`src/hw/rtl/ffd_pkg.sv`:
```
// Shared types and constants for the flag-framed deframer.
package ffd_pkg;

   typedef logic [7:0]  byte_type;
   typedef logic [15:0] crc_type;
   typedef logic [2:0]  status_type;

   localparam byte_type FLAG_BYTE    = 8'h7E;
   localparam byte_type ESC_BYTE     = 8'h7D;
   localparam byte_type ESC_FLAG     = 8'h5E;
   localparam byte_type ESC_ESC      = 8'h5D;
   localparam byte_type ESC_DEL      = 8'h5F;
   localparam byte_type DEL_BYTE     = 8'h7F;

   localparam crc_type  CRC_POLY     = 16'h1021;
   localparam crc_type  CRC_INIT     = 16'h0000;

   localparam status_type ST_OK      = 3'd0;
   localparam status_type ST_CRC     = 3'd1;
   localparam status_type ST_ESC     = 3'd2;
   localparam status_type ST_SHORT   = 3'd3;
   localparam status_type ST_OVER    = 3'd4;

endpackage

```
`src/hw/rtl/flag_framed_unstuff_crc_deframer.sv`:
```
// Flag-framed byte deframer with escape removal and CRC-16 check.
//
// Raw link bytes enter on the req stream, one per beat. Bytes outside a frame
// are dropped until a 0x7E flag opens one; 0x7D escapes are undone, and the
// last two unstuffed bytes of a frame are held back as the FCS (low byte
// first) and never forwarded. Each forwarded payload byte comes out as a rsp
// beat with tlast low; the closing flag of a non-empty frame produces one beat
// with tlast high, tdata zero and the frame status in tuser (0 ok, 1 CRC
// mismatch, 2 bad escape, 3 too short, 4 overflow). The CRC is CRC-16-CCITT,
// init zero. It takes one byte per clock unless rsp_tready stalls it; each
// byte passes the input register, then the unstuff/CRC step into the result
// register; the one-byte CRC update is the longest path. The csr register
// sets the payload byte limit, clipped to MAX_FRAME_BYTES; it resets to 512.
module flag_framed_unstuff_crc_deframer #(
   parameter int MAX_FRAME_BYTES = 1024
) (
   input  logic        clock,
   input  logic        reset,
   input  logic        csr_wr_en,
   input  logic [10:0] csr_wr_data,   // max_payload_length
   input  logic        req_tvalid,
   output logic        req_tready,
   input  logic [7:0]  req_tdata,     // byte_in
   output logic        rsp_tvalid,
   input  logic        rsp_tready,
   output logic [7:0]  rsp_tdata,     // data_out
   output logic        rsp_tlast,     // frame_end
   output logic [2:0]  rsp_tuser      // frame_status
);
   import ffd_pkg::*;

   localparam int CW = $clog2(MAX_FRAME_BYTES + 1);
   localparam int LW = (CW > 11) ? CW : 11;
   localparam logic [LW-1:0] MAX_LIMIT = LW'(MAX_FRAME_BYTES);

   logic [10:0]   limit_cfg_ff;
   logic          in_vld_ff;
   byte_type      in_byte_ff;

   logic          in_frame_ff, in_frame_in;
   logic          esc_ff, esc_in;
   byte_type      held0_ff, held0_in;
   byte_type      held1_ff, held1_in;
   logic [1:0]    held_count_ff, held_count_in;
   crc_type       crc_ff, crc_in;
   logic [CW-1:0] payload_count_ff, payload_count_in;
   status_type    error_ff, error_in;

   logic          rsp_vld_ff;
   byte_type      rsp_data_ff, rsp_data_in;
   logic          rsp_last_ff, rsp_last_in;
   status_type    rsp_status_ff, rsp_status_in;
   logic          emit;

   logic          advance;
   logic [LW-1:0] limit;
   crc_type       crc_next;

   assign advance    = in_vld_ff && (!rsp_vld_ff || rsp_tready);
   assign req_tready = !in_vld_ff || advance;
   assign limit      = (LW'(limit_cfg_ff) > MAX_LIMIT) ? MAX_LIMIT : LW'(limit_cfg_ff);

   ffd_crc16 u_crc (
      .crc_i  (crc_ff),
      .data_i (held0_ff),
      .crc_o  (crc_next)
   );

   always_comb begin
      byte_type v;
      logic     take;
      in_frame_in      = in_frame_ff;
      esc_in           = esc_ff;
      held0_in         = held0_ff;
      held1_in         = held1_ff;
      held_count_in    = held_count_ff;
      crc_in           = crc_ff;
      payload_count_in = payload_count_ff;
      error_in         = error_ff;
      emit             = 1'b0;
      rsp_data_in      = 8'h00;
      rsp_last_in      = 1'b0;
      rsp_status_in    = ST_OK;
      v                = in_byte_ff;
      take             = 1'b0;

      if (!in_frame_ff) begin
         if (in_byte_ff == FLAG_BYTE) begin
            in_frame_in      = 1'b1;
            esc_in           = 1'b0;
            held0_in         = 8'h00;
            held1_in         = 8'h00;
            held_count_in    = 2'd0;
            crc_in           = CRC_INIT;
            payload_count_in = '0;
            error_in         = ST_OK;
         end
      end else if (in_byte_ff == FLAG_BYTE) begin
         if (held_count_ff != 2'd0 || esc_ff || error_ff != ST_OK ||
             payload_count_ff != '0) begin
            emit        = 1'b1;
            rsp_last_in = 1'b1;
            if (error_ff != ST_OK) begin
               rsp_status_in = error_ff;
            end else if (esc_ff) begin
               rsp_status_in = ST_ESC;
            end else if (held_count_ff < 2'd2) begin
               rsp_status_in = ST_SHORT;
            end else if (crc_ff == {held1_ff, held0_ff}) begin
               rsp_status_in = ST_OK;
            end else begin
               rsp_status_in = ST_CRC;
            end
            in_frame_in      = 1'b0;
            esc_in           = 1'b0;
            held0_in         = 8'h00;
            held1_in         = 8'h00;
            held_count_in    = 2'd0;
            crc_in           = CRC_INIT;
            payload_count_in = '0;
            error_in         = ST_OK;
         end
      end else if (error_ff == ST_OK) begin
         if (esc_ff) begin
            esc_in = 1'b0;
            take   = 1'b1;
            case (in_byte_ff)
               ESC_FLAG: v = FLAG_BYTE;
               ESC_ESC:  v = ESC_BYTE;
               ESC_DEL:  v = DEL_BYTE;
               default: begin
                  error_in = ST_ESC;
                  take     = 1'b0;
               end
            endcase
         end else if (in_byte_ff == ESC_BYTE) begin
            esc_in = 1'b1;
         end else begin
            take = 1'b1;
         end

         if (take) begin
            if (held_count_ff < 2'd2) begin
               if (held_count_ff == 2'd0) begin
                  held0_in = v;
               end else begin
                  held1_in = v;
               end
               held_count_in = held_count_ff + 2'd1;
            end else if (LW'(payload_count_ff) >= limit) begin
               error_in = ST_OVER;
            end else begin
               emit             = 1'b1;
               rsp_data_in      = held0_ff;
               crc_in           = crc_next;
               payload_count_in = payload_count_ff + CW'(1);
               held0_in         = held1_ff;
               held1_in         = v;
            end
         end
      end
   end

   always_ff @(posedge clock) begin
      if (reset) begin
         limit_cfg_ff <= 11'd512;
      end else if (csr_wr_en) begin
         limit_cfg_ff <= csr_wr_data;
      end
   end

   always_ff @(posedge clock) begin
      if (reset) begin
         in_vld_ff <= 1'b0;
      end else if (req_tready) begin
         in_vld_ff <= req_tvalid;
      end
   end

   always_ff @(posedge clock) begin
      if (req_tready && req_tvalid) begin
         in_byte_ff <= req_tdata;
      end
   end

   always_ff @(posedge clock) begin
      if (reset) begin
         in_frame_ff      <= 1'b0;
         esc_ff           <= 1'b0;
         held0_ff         <= 8'h00;
         held1_ff         <= 8'h00;
         held_count_ff    <= 2'd0;
         crc_ff           <= CRC_INIT;
         payload_count_ff <= '0;
         error_ff         <= ST_OK;
      end else if (advance) begin
         in_frame_ff      <= in_frame_in;
         esc_ff           <= esc_in;
         held0_ff         <= held0_in;
         held1_ff         <= held1_in;
         held_count_ff    <= held_count_in;
         crc_ff           <= crc_in;
         payload_count_ff <= payload_count_in;
         error_ff         <= error_in;
      end
   end

   always_ff @(posedge clock) begin
      if (reset) begin
         rsp_vld_ff <= 1'b0;
      end else if (advance && emit) begin
         rsp_vld_ff <= 1'b1;
      end else if (rsp_tready) begin
         rsp_vld_ff <= 1'b0;
      end
   end

   always_ff @(posedge clock) begin
      if (advance && emit) begin
         rsp_data_ff   <= rsp_data_in;
         rsp_last_ff   <= rsp_last_in;
         rsp_status_ff <= rsp_status_in;
      end
   end

   assign rsp_tvalid = rsp_vld_ff;
   assign rsp_tdata  = rsp_data_ff;
   assign rsp_tlast  = rsp_last_ff;
   assign rsp_tuser  = rsp_status_ff;

   a_end_data_zero: assert property (@(posedge clock) disable iff (reset)
      rsp_vld_ff && rsp_last_ff |-> rsp_data_ff == 8'h00)
      else $error("end beat carries nonzero data");

   a_payload_status_ok: assert property (@(posedge clock) disable iff (reset)
      rsp_vld_ff && !rsp_last_ff |-> rsp_status_ff == ST_OK)
      else $error("payload beat carries a status");

   a_count_within_limit: assert property (@(posedge clock) disable iff (reset)
      LW'(payload_count_ff) <= MAX_LIMIT)
      else $error("payload count beyond frame size");

   a_held_before_payload: assert property (@(posedge clock) disable iff (reset)
      payload_count_ff != '0 |-> held_count_ff == 2'd2)
      else $error("payload forwarded without full FCS hold");

endmodule

```
`src/hw/rtl/ffd_crc16.sv`:
```
// Byte-wide CRC-16-CCITT update, MSB first, no reflection.
module ffd_crc16 (
   input  ffd_pkg::crc_type  crc_i,
   input  ffd_pkg::byte_type data_i,
   output ffd_pkg::crc_type  crc_o
);
   import ffd_pkg::*;

   always_comb begin
      crc_type c;
      c = crc_i ^ {data_i, 8'h00};
      for (int k = 0; k < 8; k++) begin
         if (c[15]) begin
            c = {c[14:0], 1'b0} ^ CRC_POLY;
         end else begin
            c = {c[14:0], 1'b0};
         end
      end
      crc_o = c;
   end

endmodule
```
`config.mk`:
```
export PLATFORM = sky130hd
export DESIGN_NAME = flag_framed_unstuff_crc_deframer
export DESIGN_NICKNAME = d
export VERILOG_FILES = /design/src/hw/rtl/ffd_pkg.sv /design/src/hw/rtl/flag_framed_unstuff_crc_deframer.sv /design/src/hw/rtl/ffd_crc16.sv
export SDC_FILE = /design/constraint.sdc
export NUM_CORES = 1
export LEC_CHECK = 0
export BUFFER_PORTS_ARGS = -buffer_cell sky130_fd_sc_hd__buf_2
export CAP_MARGIN = 15
export CORE_UTILIZATION = 55
export DETAILED_ROUTE_END_ITERATION = 7
export PLACE_DENSITY = 0.8
export REMOVE_ABC_BUFFERS = 1
export SETUP_SLACK_MARGIN = 0.05
export SYNTH_ARGS = -nofsm -noshare
export SYNTH_HDL_FRONTEND = slang
export SYNTH_SLANG_ARGS = --single-unit
```
`constraint.sdc`:
```
create_clock -name clock -period 3.8 [get_ports clock]
set_input_delay 0.95 -clock clock [delete_from_list [all_inputs] [get_ports clock]]
set_output_delay 0.95 -clock clock [all_outputs]
set_load 0.005 [all_outputs]
```
## Word-level counts from Yosys, hierarchy flattened

Index checks and enable logic that the tools add are counted.

| word-level totals | value |
|---|---|
| flip-flop bits (word level) | 83 |
| bits of input ports | 24 |
| output and inout bits | 14 |
| logic and storage cells | 163 |

| operators by class | value |
|---|---|
| add/sub/neg operators | 2 |
| $lt $le $gt $ge | 3 |
| eq/ne operators | 12 |
| mux-type cells | 90 |
| bitwise logic cells | 12 |
| reduce and logical (&&, ||, !) cells | 29 |

Operator list:

| kind | count |
|---|---|
| 2-to-1 mux 8 bit | 17 |
| 2-to-1 mux 16 bit | 8 |
| 2-to-1 mux 13 bit | 8 |
| 2-to-1 mux 11 bit | 9 |
| == test 8 x 7 -> 1 bit (second input constant) | 5 |
| 2-to-1 mux 3 bit | 11 |
| 2-to-1 mux 1 bit | 27 |
| NOT 3 bit | 8 |
| case mux 8 bit (3 select lines) | 1 |
| AND reduction 7 bit | 3 |
| 2-to-1 mux 2 bit | 9 |
| == test 16 bit | 1 |
| XOR 16 bit | 1 |
| nonzero test 2 bit | 6 |
| adder 11 x 1 -> 11 bit (second input constant) | 1 |
| greater-or-equal comparator 11 bit | 1 |
| > comparator 11 bit (second input constant) | 1 |
| nonzero test 11 bit | 1 |
| != test 3 x 2 -> 1 bit (second input constant) | 2 |
| != test 3 bit (second input constant) | 2 |
| AND reduction 6 bit | 1 |
| OR reduction 6 bit | 1 |
| logical OR 1 bit | 5 |
| != test 2 bit (second input constant) | 2 |
| 12 further kinds | 17 |

## Longest topological paths before layout

| depth | value |
|---|---|
| depth after elaboration | 23 |
| mapped depth | 11 |
| gate-level depth less buffers | 9 |

## By module

Synthesis repeated with hierarchy kept, for this count alone.

| unflattened totals | value |
|---|---|
| cells, all modules | 484 |
| area total of the unflattened synthesis | 4539.4 sq um |

Modules (own cells, without submodules):

| module | instances | cells an instance | area an instance (sq um) | sequential area each (sq um) |
|---|---|---|---|---|
| flag_framed_unstuff_crc_deframer | 1 | 459 | 4144.0 | 1861.8 |
| ffd_crc16 | 1 | 25 | 395.4 | 0.0 |

## Least setup slack after synthesis

Ideal clock, no wire load.

| timing | value |
|---|---|
| path type | reg-to-reg |
| start | register limit_cfg_ff[10] |
| end | register rsp_data_ff[0] (netlist: rsp_tdata[0]) (enable) |
| setup time | 0.352 ns |
| arrival | 2.416 ns |
| data required time | 3.448 ns |
| slack | 1.031 ns |
| cell stages (with the launch flop) | 10 |
| buffers on the path | 1 |
| period minus slack after synthesis | 2.769 ns |
| cells stage by stage | dfxtp_1 clkinv_1 nand2_1 ha_1 a21oi_1 o21ai_0 a221oi_2 and3_2 clkbuf_1 o21a_1 |

| between the ends | value |
|---|---|
| longest elaborated chain between the ends | 10 |

Ends and longest elaborated chain:

| item | line | text |
|---|---|---|
| from (decl) | flag_framed_unstuff_crc_deframer.sv:36 | `logic [10:0] limit_cfg_ff;` |
| from (signal assigned) | flag_framed_unstuff_crc_deframer.sv:168 | `limit_cfg_ff <= csr_wr_data;` |
| > comparator 11 bit | flag_framed_unstuff_crc_deframer.sv:61 | `assign limit = (LW'(limit_cfg_ff) > MAX_LIMIT) ? MAX_LIMIT : LW'(limit_cfg_ff);` |
| 2-to-1 mux 11 bit * | flag_framed_unstuff_crc_deframer.sv:61 |  |
| greater-or-equal comparator 11 bit * | flag_framed_unstuff_crc_deframer.sv:150 | `end else if (LW'(payload_count_ff) >= limit) begin` |
| 2-to-1 mux 1 bit * | flag_framed_unstuff_crc_deframer.sv:150 |  |
| 2-to-1 mux 1 bit * | flag_framed_unstuff_crc_deframer.sv:143 | `if (held_count_ff < 2'd2) begin` |
| 2-to-1 mux 1 bit * | flag_framed_unstuff_crc_deframer.sv:142 | `if (take) begin` |
| 2-to-1 mux 1 bit * | flag_framed_unstuff_crc_deframer.sv:123 | `end else if (error_ff == ST_OK) begin` |
| 2-to-1 mux 1 bit * | flag_framed_unstuff_crc_deframer.sv:98 | `end else if (in_byte_ff == FLAG_BYTE) begin` |
| 2-to-1 mux 1 bit * | flag_framed_unstuff_crc_deframer.sv:87 | `if (!in_frame_ff) begin` |
| logical AND 1 bit * | flag_framed_unstuff_crc_deframer.sv:219 | `if (advance && emit) begin` |
| to (signal assigned) | flag_framed_unstuff_crc_deframer.sv:220 | `rsp_data_ff <= rsp_data_in;` |
| to (decl) | flag_framed_unstuff_crc_deframer.sv:50 | `byte_type rsp_data_ff, rsp_data_in;` |

Every way passes the cells marked *; elsewhere a longest branch is shown, timed or not.
A chain may end at the register's enable or synchronous reset.

## Worst setup path after layout

| timing | value |
|---|---|
| start | register limit_cfg_ff[10] |
| end | register rsp_data_ff[4] (netlist: rsp_tdata[4]) (enable) |

Same word-level chain as after synthesis.

==> parameters.txt <==
Parameter                              Value

Placed design
  Final GP Congestion    0.912
  Placed inst area    0.00476 mm²
  Half-perimeter wire length after detailed placement    7.21 mm
  Number of port buffers    37
  Worst slack, placed    0.502 ns

Timing
  Number of hold violations in the final report    0
  Final clock skew    0.0130 ns
  Slew at the pin closest to its max-slew limit    0.827 ns
  Final setup violation count    0
  Worst slew margin relative to its limit    44.9%
  Highest clock rate    0.316 GHz
  Final worst path period share    83.2%
  Unrepaired setup endpoints after global routing    false
  Number of pins with negative max-slew slack in the final report    0
  Worst setup slack after layout    0.638 ns
  Worst hold slack after final layout    0.501 ns
  Minimum period implied by the final worst setup slack    3.16 ns
  Setup_tns    0 ns

Worst setup path
  Critical path type    reg -> reg
  Setup slack, reg-to-reg    0.64 ns
  Category of the worst setup path launch point    flip-flop
  Type of element capturing the critical path    flip-flop
  Required arrival time at the worst endpoint    3.81 ns
  Maximum net fanout on the critical path    12
  CP Data Arrival Time    3.18 ns

Power and ir drop
  Cell leakage power    1.81 nW
  P per Cell Area    340 mW/mm²
  IR Drop Worst-Case VDD    0.172 mV

Hold path
  Worst min path class    reg -> reg

Routing
  Number of routed nets with antenna violations    0
  Remaining routing DRC violations    0
  Via count    3,661
  Total wire length    10.1 mm
  First-pass detailed-route iteration total    4
  Starting DRC count in detailed routing    256
  WL per Instance    16.1 µm
  Via density    5.86

Synthesis
  Netlist area before placement    0.00453 mm²
  Area share of the largest cell type after synthesis    27.9%
  Synth Warn #    0
  Fraction of the yosys area taken by sequential cells    41.1%
  Count of flip-flops with a built-in enable after synthesis    20
  Top_reg_cell synth    dfxtp_1
  Average size of a mapped cell    9.27 µm²
  Cell accounting for the most synthesized area    dfxtp_1
  Number of distinct library cells after synthesis    61
  Synth area leaders    dfxtp_1 28%, edfxtp_1 13%, mux2i_1 6.2%
  Number of storage elements in the synthesis netlist    83
  Share of async-settable or async-resettable flops after synthesis    0%
  Mapped Cells    488

CTS
  Number of levels in the clock H-tree    3
  Clock buffers created by TritonCTS    9
  Worst-Skew Late Latency    0.37 ns
  Buffers inserted during post-CTS setup optimization    0
  Number of buffers on the longest clock path    2
  Clock Pin Slew Worst Setup and Hold Paths    0.09 ns
  Number of sinks on the clock net    83
  TritonCTS clock tree    built
  Number of gates given a new drive strength after cts    0
  Number of hold buffers added after cts    0
  Cell at the root of the clock tree    clkbuf_8

Die
  CORE AREA    0.00785 mm²
  Die Wd    92.7 µm
  I/O pins    38
  Total Die Area    0.00860 mm²
  Die Span Y    92.7 µm
  Row count    32
  Starting density of the core    57.7%

Global route
  Total track usage    25.4%
  Vias in the first global route    3,593
  Initial antenna violation count    0
  Global route total overflow    0
  Largest net degree at the start of global routing    52
  Wire length of the first global-routing pass    17.1 mm

Finish
  End-of-flow core utilization    63.4%
  Post-route cell area    0.00497 mm²
  Most used cells in the layout excluding fill and tap cells    63 x dfxtp_1, 49 x nand2_1, 37 x buf_2, 30 x a21oi_1
  Count of antenna diodes in the layout    0
  Layout cell share with drive strength beyond 1    15.9%
  Area of all sequential standard cells    0.00186 mm²
  Final-stage net count    556
  Most common cell after layout, fill and taps aside    dfxtp_1
  Area occupied by multi-input gates    0.00250 mm²
  Total of fill cells in the finished design    698
  Layout Area Growth over Synthesis    9.87%

Outcome
  Status    completed

Flow run
  Maximum capacitance violations    0
[layer usage]
metal  share of wire (%)  vias up  wire length [µm]  GRT usage, %
met5                   0        -                 0             0
met4                 1.8        0               185          9.87
met3                 4.9       19               491          5.09
met2                  47      109              4710          41.2
met1                  46     1728              4670          33.3
li1                    -     1805                 -             -
[flip-flops by register name (all words and copies together) (netlist names)]
register          cells
in_frame_ff           1
rsp_tvalid            1
crc_ff               16
rsp_tdata             8
rsp_tuser             3
held1_ff              8
payload_count_ff     11
esc_ff                1
in_byte_ff            8
held_count_ff         2
limit_cfg_ff         11
in_vld_ff             1
rsp_tlast             1
error_ff              3
held0_ff              8
[logic make-up (layout without fill, tap and decap cells)]
family	after synthesis	after routing	share of synthesized area [%]
buf+inv	36	71	3.70
xor+xnor	40	40	7.74
fa+ha+maj	14	14	3.87
flops	83	83	41.1
simple gates	197	197	24.1
compound gates	84	84	11.7
mux	34	34	7.69
[cell usage after synthesis (2+ instances only)]
cell type	n
edfxtp_1	20
nand3_1	11
ha_1	14
a211oi_1	3
nor3b_1	2
or4_1	4
o211ai_1	3
buf_1	2
buf_6	3
nand4_1	20
and3_1	4
inv_1	10
nand2b_1	28
nor3_1	14
and2_1	10
mux2i_1	28
o21ai_0	28
nand2_1	49
nor2b_1	5
o41ai_1	2
nor2_1	23
xnor2_1	27
xor2_1	13
clkbuf_1	14
or3_1	6
dfxtp_1	63
or3_2	4
a21oi_1	30
buf_2	5
a31oi_1	2
and4_1	2
mux2_2	6
nor4_1	5
[power breakdown]
part | total, mW | switching (mW) | internal, mW
sequential | 0.928 | 0.0148 | 0.913
combinational | 0.0855 | 0.0491 | 0.0364
clock | 0.679 | 0.350 | 0.329
[through the flow]
| step | instances | total power, mW |
|---|---|---|
| global route | 625 | 1.76 |
| detailed placement | 608 | 1.03 |
| finish | 625 | 1.69 |
| global placement | 608 | 1.03 |
| CTS | 624 | 1.70 |
| floorplan | 463 | 0.993 |
[final timing paths]
check | start | to | depth (start not counted)
worst max register to register | limit_cfg_ff[10]$_SDFFE_PP0P_ | rsp_tdata[4]$_SDFFCE_PP0P_ | 8
worst min register to register | limit_cfg_ff[0]$_SDFFE_PP0P_ | limit_cfg_ff[0]$_SDFFE_PP0P_ | 2
worst min-delay path | limit_cfg_ff[0]$_SDFFE_PP0P_ | limit_cfg_ff[0]$_SDFFE_PP0P_ | 2
worst max-delay path | limit_cfg_ff[10]$_SDFFE_PP0P_ | rsp_tdata[4]$_SDFFCE_PP0P_ | 8
[critical path, cell delays in order, from the launching register on]
cell	delay, ns
dfxtp_1	0.37
clkinv_1	0.23
nand2_1	0.14
ha_1	0.27
a21oi_1	0.16
o21ai_0	0.13
a221oi_2	0.59
and3_2	0.42
o21a_1	0.49
[final cells by class]
class                   instances  share of cell area (%)
clock buffers                  10                    2.77
flip-flops and latches         83                    37.4
inverters                      11                   0.830
clock inverters                 6                    1.41
repair buffers                 44                    4.78
multi-input cells             369                    50.2
well taps                     102                    2.57
(Power assumes the default switching activity.)
